File: src/rtl/core/vsa_mod.sv
// Bit-serial remainder unit: one dividend bit per cycle, restoring.
module vsa_mod #(
  parameter int AW = 48
) (
  input  logic          clk,
  input  logic          rst,
  input  logic          start,
  input  logic [AW-1:0] dividend,
  input  logic [AW:0]   divisor,
  output logic          done,
  output logic [AW:0]   rem
);

  localparam int NW = $clog2(AW + 1);

  logic [AW-1:0] dvd;
  logic [AW:0]   dvs;
  logic [NW-1:0] cnt;
  logic          busy;
  logic [AW+1:0] trial;

  assign trial = {rem, dvd[AW-1]};

  always_ff @(posedge clk) begin
    done <= 1'b0;
    if (rst) begin
      busy <= 1'b0;
    end else if (start) begin
      dvd  <= dividend;
      dvs  <= divisor;
      rem  <= '0;
      cnt  <= NW'(AW);
      busy <= 1'b1;
    end else if (busy) begin
      if (trial >= {1'b0, dvs}) begin
        rem <= (AW+1)'(trial - {1'b0, dvs});
      end else begin
        rem <= trial[AW:0];
      end
      dvd <= dvd << 1;
      cnt <= cnt - 1'b1;
      if (cnt == NW'(1)) begin
        busy <= 1'b0;
        done <= 1'b1;
      end
    end
  end

endmodule

File: config.mk
export PLATFORM = sky130hd
export DESIGN_NAME = vsa_mod
export DESIGN_NICKNAME = d
export VERILOG_FILES = /design/src/rtl/core/vsa_mod.sv
export SDC_FILE = /design/constraint.sdc
export NUM_CORES = 1
export LEC_CHECK = 0
export BUFFER_PORTS_ARGS = -buffer_cell sky130_fd_sc_hd__buf_2
export CAP_MARGIN = 25
export CORE_UTILIZATION = 58
export DETAILED_ROUTE_END_ITERATION = 10
export GPL_TIMING_DRIVEN = 0
export PLACE_DENSITY = 0.89
export SLEW_MARGIN = 20
export SYNTH_ARGS = -nofsm -noshare
export SYNTH_HDL_FRONTEND = slang
export SYNTH_SLANG_ARGS = --single-unit
export TNS_END_PERCENT = 30
File: constraint.sdc
create_clock -name clk -period 7.1 [get_ports clk]
set_clock_uncertainty 0.15 [all_clocks]
set_input_delay 0 -clock clk [delete_from_list [all_inputs] [get_ports clk]]
set_output_delay 0 -clock clk [all_outputs]
set_load 0.01 [all_outputs]
Yosys cells after proc, flatten, opt, wreduce, memory -nomap -nowiden
Cells that the tools add are included.

storage, ports and cells
  output and inout port bits = 50
  input port bits = 100
  register bits = 154
  logic and storage cells = 25

cells by class
  muxes and demuxes = 9
  $lt $le $gt $ge = 1
  reductions and logical operators = 4
  equal/unequal tests = 1
  add/sub/neg operators = 2
  bitwise operators = 2

operators by type and width
  operator               count
  $mux W49               2
  $mux W48               2
  $ge A50 B49 Y1         1
  $sub A49 B49 Y49       1
  $eq A6 B1 Y1 const B   1
  $mux W6                1
  $sub A6 B1 Y6 const B  1
  $mux W1                4
  $reduce_and A2 Y1      2
  $reduce_or A3 Y1       1
  $not A1 Y1             2
  $reduce_bool A2 Y1     1

Depth between registers and ports, before layout
  depth after elaboration = 4
  gate-level depth with buffers = 15
  depth with buffers taken out = 13

Worst setup path before layout
Ideal clock, no wire load.

  path type = reg-to-reg
  from = register busy
  to = register cnt[0] (enable)
  period minus slack after synthesis = 5.386 ns
  cell stages (with the launch flop) = 3
  setup time = 0.567 ns
  setup slack = 1.714 ns
  arrival time = 4.669 ns
  buffers on the path = 0
  required time = 6.383 ns
  cell sequence = dfxtp_1 nor2_1 nor2_1

between the ends
  longest elaborated chain between the ends = 2

RTL lines
  element                       line  text
  from (decl)                   19    logic busy;
  from (signal assigned)        27    busy <= 1'b0;
  from (signal assigned)        33    busy <= 1'b1;
  from (signal assigned)        43    busy <= 1'b0;
  $reduce_bool A2 Y1 (no line)  n/a
  $reduce_and A2 Y1 (no line)   n/a
  to (signal assigned)          32    cnt <= NW'(AW);
  to (signal assigned)          41    cnt <= cnt - 1'b1;
  to (decl)                     18    logic [NW-1:0] cnt;

Every way passes these cells.
A chain may end at the register's enable or synchronous reset.

Worst setup path after layout
  from = register dvd[47]
  to = register rem[30] (data pin)

between the ends
  longest elaborated chain between the ends = 3
  elaborated cells on any way between the ends = 4
  those cells by class = 1 x add/sub; 1 x order compare; 2 x mux

RTL lines
  element                                                    line    text
  from (decl)                                                16      logic [AW-1:0] dvd;
  from (signal assigned)                                     29      dvd <= dividend;
  from (signal assigned)                                     40      dvd <= dvd << 1;
  $sub A49 B49 Y49 / $ge A50 B49 Y1 (equally long branches)  36, 35
  $mux W49 *                                                 35      if (trial >= {1'b0, dvs}) begin
  $mux W49 *                                                 34      end else if (busy) begin
  to (signal assigned)                                       36      rem <= (AW+1)'(trial - {1'b0, dvs});
  to (signal assigned)                                       38      rem <= trial[AW:0];
  to (decl)                                                  11      output logic [AW:0] rem

Mark *: on every way between the ends. The rest lies on a longest branch, timed or not. The select of a mux whose other input is x is not followed.

==> metrics.md <==
| Metric | Value |
|---|---|
| Outcome | finished clean |
| Min-Delay Path Class | input port to flip-flop |
| Post-Route Setup TNS | 0 ns |
| Post CTS Setup Buffer Count | 0 |
| Nets | approximately 1300 |
| Hold EP | dvs[5] |
| Detail Route Antenna Nets | 0 |
| Rows | 46 |
| Layout cells sized above 1 | 0.235 |
| Final period utilization | 0.492 |
| Yosys reg bits | 154 |
| DR vias | 8069 |
| First-pass GRT wire length | approximately 40 mm |
| Max FO, Critical Path | 10 |
| Post-synth ARST share | 0 |
| Initial antenna violation count | 0 |
| Max transition margin | 0.442 |
| Top_reg_cell synth | edfxtp_1 |
| Clk sinks | 154 |
| Mapped Nets | 1045 |
| CP peak stage delay | 0.41 ns |
| Crit path time final | approximately 3.5 ns |
| Seq/Total Area, Yosys | 0.489 |
| CP required | 7.22 ns |
| HP Start | divisor[5] |
| DRT Wirelength | 26.1 mm |
| Vias in the first global route | ~8000 |
| Vias per cell | ~5.8 |
| DRC Markers | 0 |
| Mean post-synth cell area | 10.5 um^2 |
| Clock-pin slew on the worst setup and hold paths | roughly 0.070 ns |
| GPL Wtd Cong | a little over 0.9 |
| Slowest cell on crit path | edfxtp_1 |
| Wire per inst | 18.7 um |
| Slew Limit Fails | 0 |
| RSZ-0062 raised after global routing | no |
| Fmax | around 290 MHz |
| Worst EP arrival | 3.61 ns |
| Ant diodes | 0 |
| Setup CP Type | flip-flop to flip-flop |
| Drt first-iter violations | 729 |
| Die Area | 16800 um^2 |
| Worst-margin pin slew | 0.835 ns |
| TritonCTS clock tree | built |
| CP startpoint kind | flip-flop |
| CP cell instances | inv_1, ha_1, inv_1, fa_1, a211oi_1, o21ai_2, nand3_1, a31o_1, nand2_2, o221ai_2, a31o_1, buf_6, buf_2, nand2_1, a21oi_1 |
| Critical R2R Launch | dvd[47] |
| Fillers | 1084 |
| Netlist cell types | 70 |
| Cts bufs inserted | 17 |
| GRT Total Usage | 0.317 |
| Synth Instances | 893 |
| Reg2reg setup slack | between 3 and 4 ns |
| Design Area, Final | 12100 um^2 |
| Max Cap Viol | 0 |
| H-Tree Depth | 4 |
| Hold Crit Depth | 2 |
| DP HPWL | 17.1 mm |
| R2R cell count | 15 |
| I/O Pins | 150 |
| Hold Vio Cnt, Final | 0 |
| Setup-failing EPs final | 0 |
| Worst vdd ir | 0.206 mV |
| CP Capture Type | flip-flop |
| Drt pass-1 iters | 5 |
| Remaining global-route overflow | 0 |
| PD cells | around 240 nW/um^2 |
| CTS Buffer Depth | 2 |
| P_leak | 5.07 nW |
| Largest net degree at the start of global routing | 29 |
| Die height | 129 um |
| Post-Syn Area | 9420 um^2 |
| Area post-placement | 10600 um^2 |
| Reg-to-Reg End | rem[30] |
| Std-Cell Core Area | 15900 um^2 |
| Die width | between 100 and 150 um |
| CP top delay family | compound AO/OA/AOI/OAI gates |
| Post-synth EDFFs | 152 |
| Ys Warns | 0 |
| Skew-Pair Late Insertion Delay | 0.44 ns |
| Synthesis-to-finish area growth | 28.7% |
| Buf/Inv on CP | 4 |
| Port bufs | 148 |
| Initial Util | 0.593 |
| Root Driver | clkbuf_16 |
state kept, by name (all words and copies together), names as in the netlist:
name / count
busy: 1
cnt: 6
done: 1
dvd: 48
dvs: 49
rem: 49
worst reg2reg max path, cell delays in order, from the launching register on:
cell and delay, ns:
edfxtp_1 0.41, inv_1 0.08, ha_1 0.15, inv_1 0.05, fa_1 0.41, a211oi_1 0.38
o21ai_2 0.14, nand3_1 0.15, a31o_1 0.22, nand2_2 0.08, o221ai_2 0.15, a31o_1 0.20
buf_6 0.18, buf_2 0.27, nand2_1 0.13, a21oi_1 0.17
Yosys cell counts (all sizes together) (20+ instances only):
| library cell | number | area share |
|---|---|---|
| a21oi | 84 | 0.045 |
| buf | 23 | 0.015 |
| clkbuf | 22 | 0.0093 |
| edfxtp | 152 | 0.48 |
| ha | 51 | 0.068 |
| inv | 65 | 0.026 |
| mux2 | 49 | 0.059 |
| mux2i | 22 | 0.023 |
| nand2 | 85 | 0.035 |
| nand3 | 22 | 0.012 |
| nor2 | 70 | 0.028 |
| nor3 | 20 | 0.011 |
| o21ai | 38 | 0.021 |
| xnor2 | 26 | 0.024 |
how the worst max path moves through the flow:
stage,from,end,slack [ns],depth (start not counted)
after floorplan,busy,cnt[0],1.71,2
after global placement,start,rem[19],-0.20,3
after detailed placement,dvd[47],rem[40],3.68,15
after CTS,dvd[47],rem[30],3.61,15
after global routing,rem[35],rem[13],3.39,13
final,dvd[47],rem[30],3.61,15
layout make-up:
class / count / area, um^2 / area share
well taps: 216 / 270 / 0.0223
flip-flops and latches: 154 / 4600 / 0.380
plain buffers: 45 / 233 / 0.0192
repair buffers: 251 / 1850 / 0.153
clock buffers: 18 / 429 / 0.0354
inverters: 65 / 244 / 0.0201
clock inverters: 14 / 138 / 0.0114
multi-input cells: 629 / 4350 / 0.359
report_power, final:
part	total, mW	leakage [nW]	switching, mW	internal [mW]
Sequential	1.14	1.47	0.0422	1.10
Clock	0.898	0.273	0.407	0.490
Combinational	0.871	3.32	0.503	0.368
Total	2.91	5.07	0.952	1.96
routing by layer:
layer	part of all wire	up-vias	global-route usage
li1	-	3807	-
met5	0	-	0
met1	0.41	3833	0.373
met3	0.065	63	0.0669
met4	0.028	0	0.136
met2	0.50	366	0.561
cells by family (layout without fill, tap and decap cells):
| kind of cell | count (synthesis) | after routing | synth area share |
|---|---|---|---|
| compound gates | 206 | 206 | 0.136 |
| xor+xnor | 41 | 41 | 0.0381 |
| fa+ha+maj | 52 | 52 | 0.0699 |
| buf+inv | 110 | 393 | 0.0506 |
| flops | 154 | 154 | 0.489 |
| mux | 71 | 71 | 0.0820 |
| simple gates | 259 | 259 | 0.135 |
through the flow:
stage	utilization	hold slack [ns]	power, mW	setup slack [ns]	std cells
after floorplan	-	-0.0707	1.74	1.71	893
after global placement	0.657	0.0269	1.93	-0.205	1257
after detailed placement	0.666	0.0281	1.96	3.68	1262
after CTS	0.763	0.107	2.89	3.61	1392
after global routing	0.763	0.113	3.03	3.39	1392
final	0.763	0.107	2.91	3.61	1392
cells in the final DEF (no fill, tap or decap), types with 12 or more instances in the layout:
cell type,n
a211oi_1,12
a21o_1,15
a21oi_1,83
buf_2,162
clkbuf_1,19
clkbuf_16,17
dlygate4sd3_1,98
edfxtp_1,152
ha_1,51
inv_1,65
mux2_2,48
mux2i_1,22
nand2_1,81
nand3_1,22
nand4_1,13
nor2_1,69
nor3_1,19
o21ai_0,30
xnor2_1,26
xor2_1,15
repair_timing:
action | in CTS | in global routing
endpoints found under the hold margin | 136 | 0
hold buffers | 98 | 0
resized for setup | 0 | 0
Note: power is estimated with default switching activity, not from simulation.
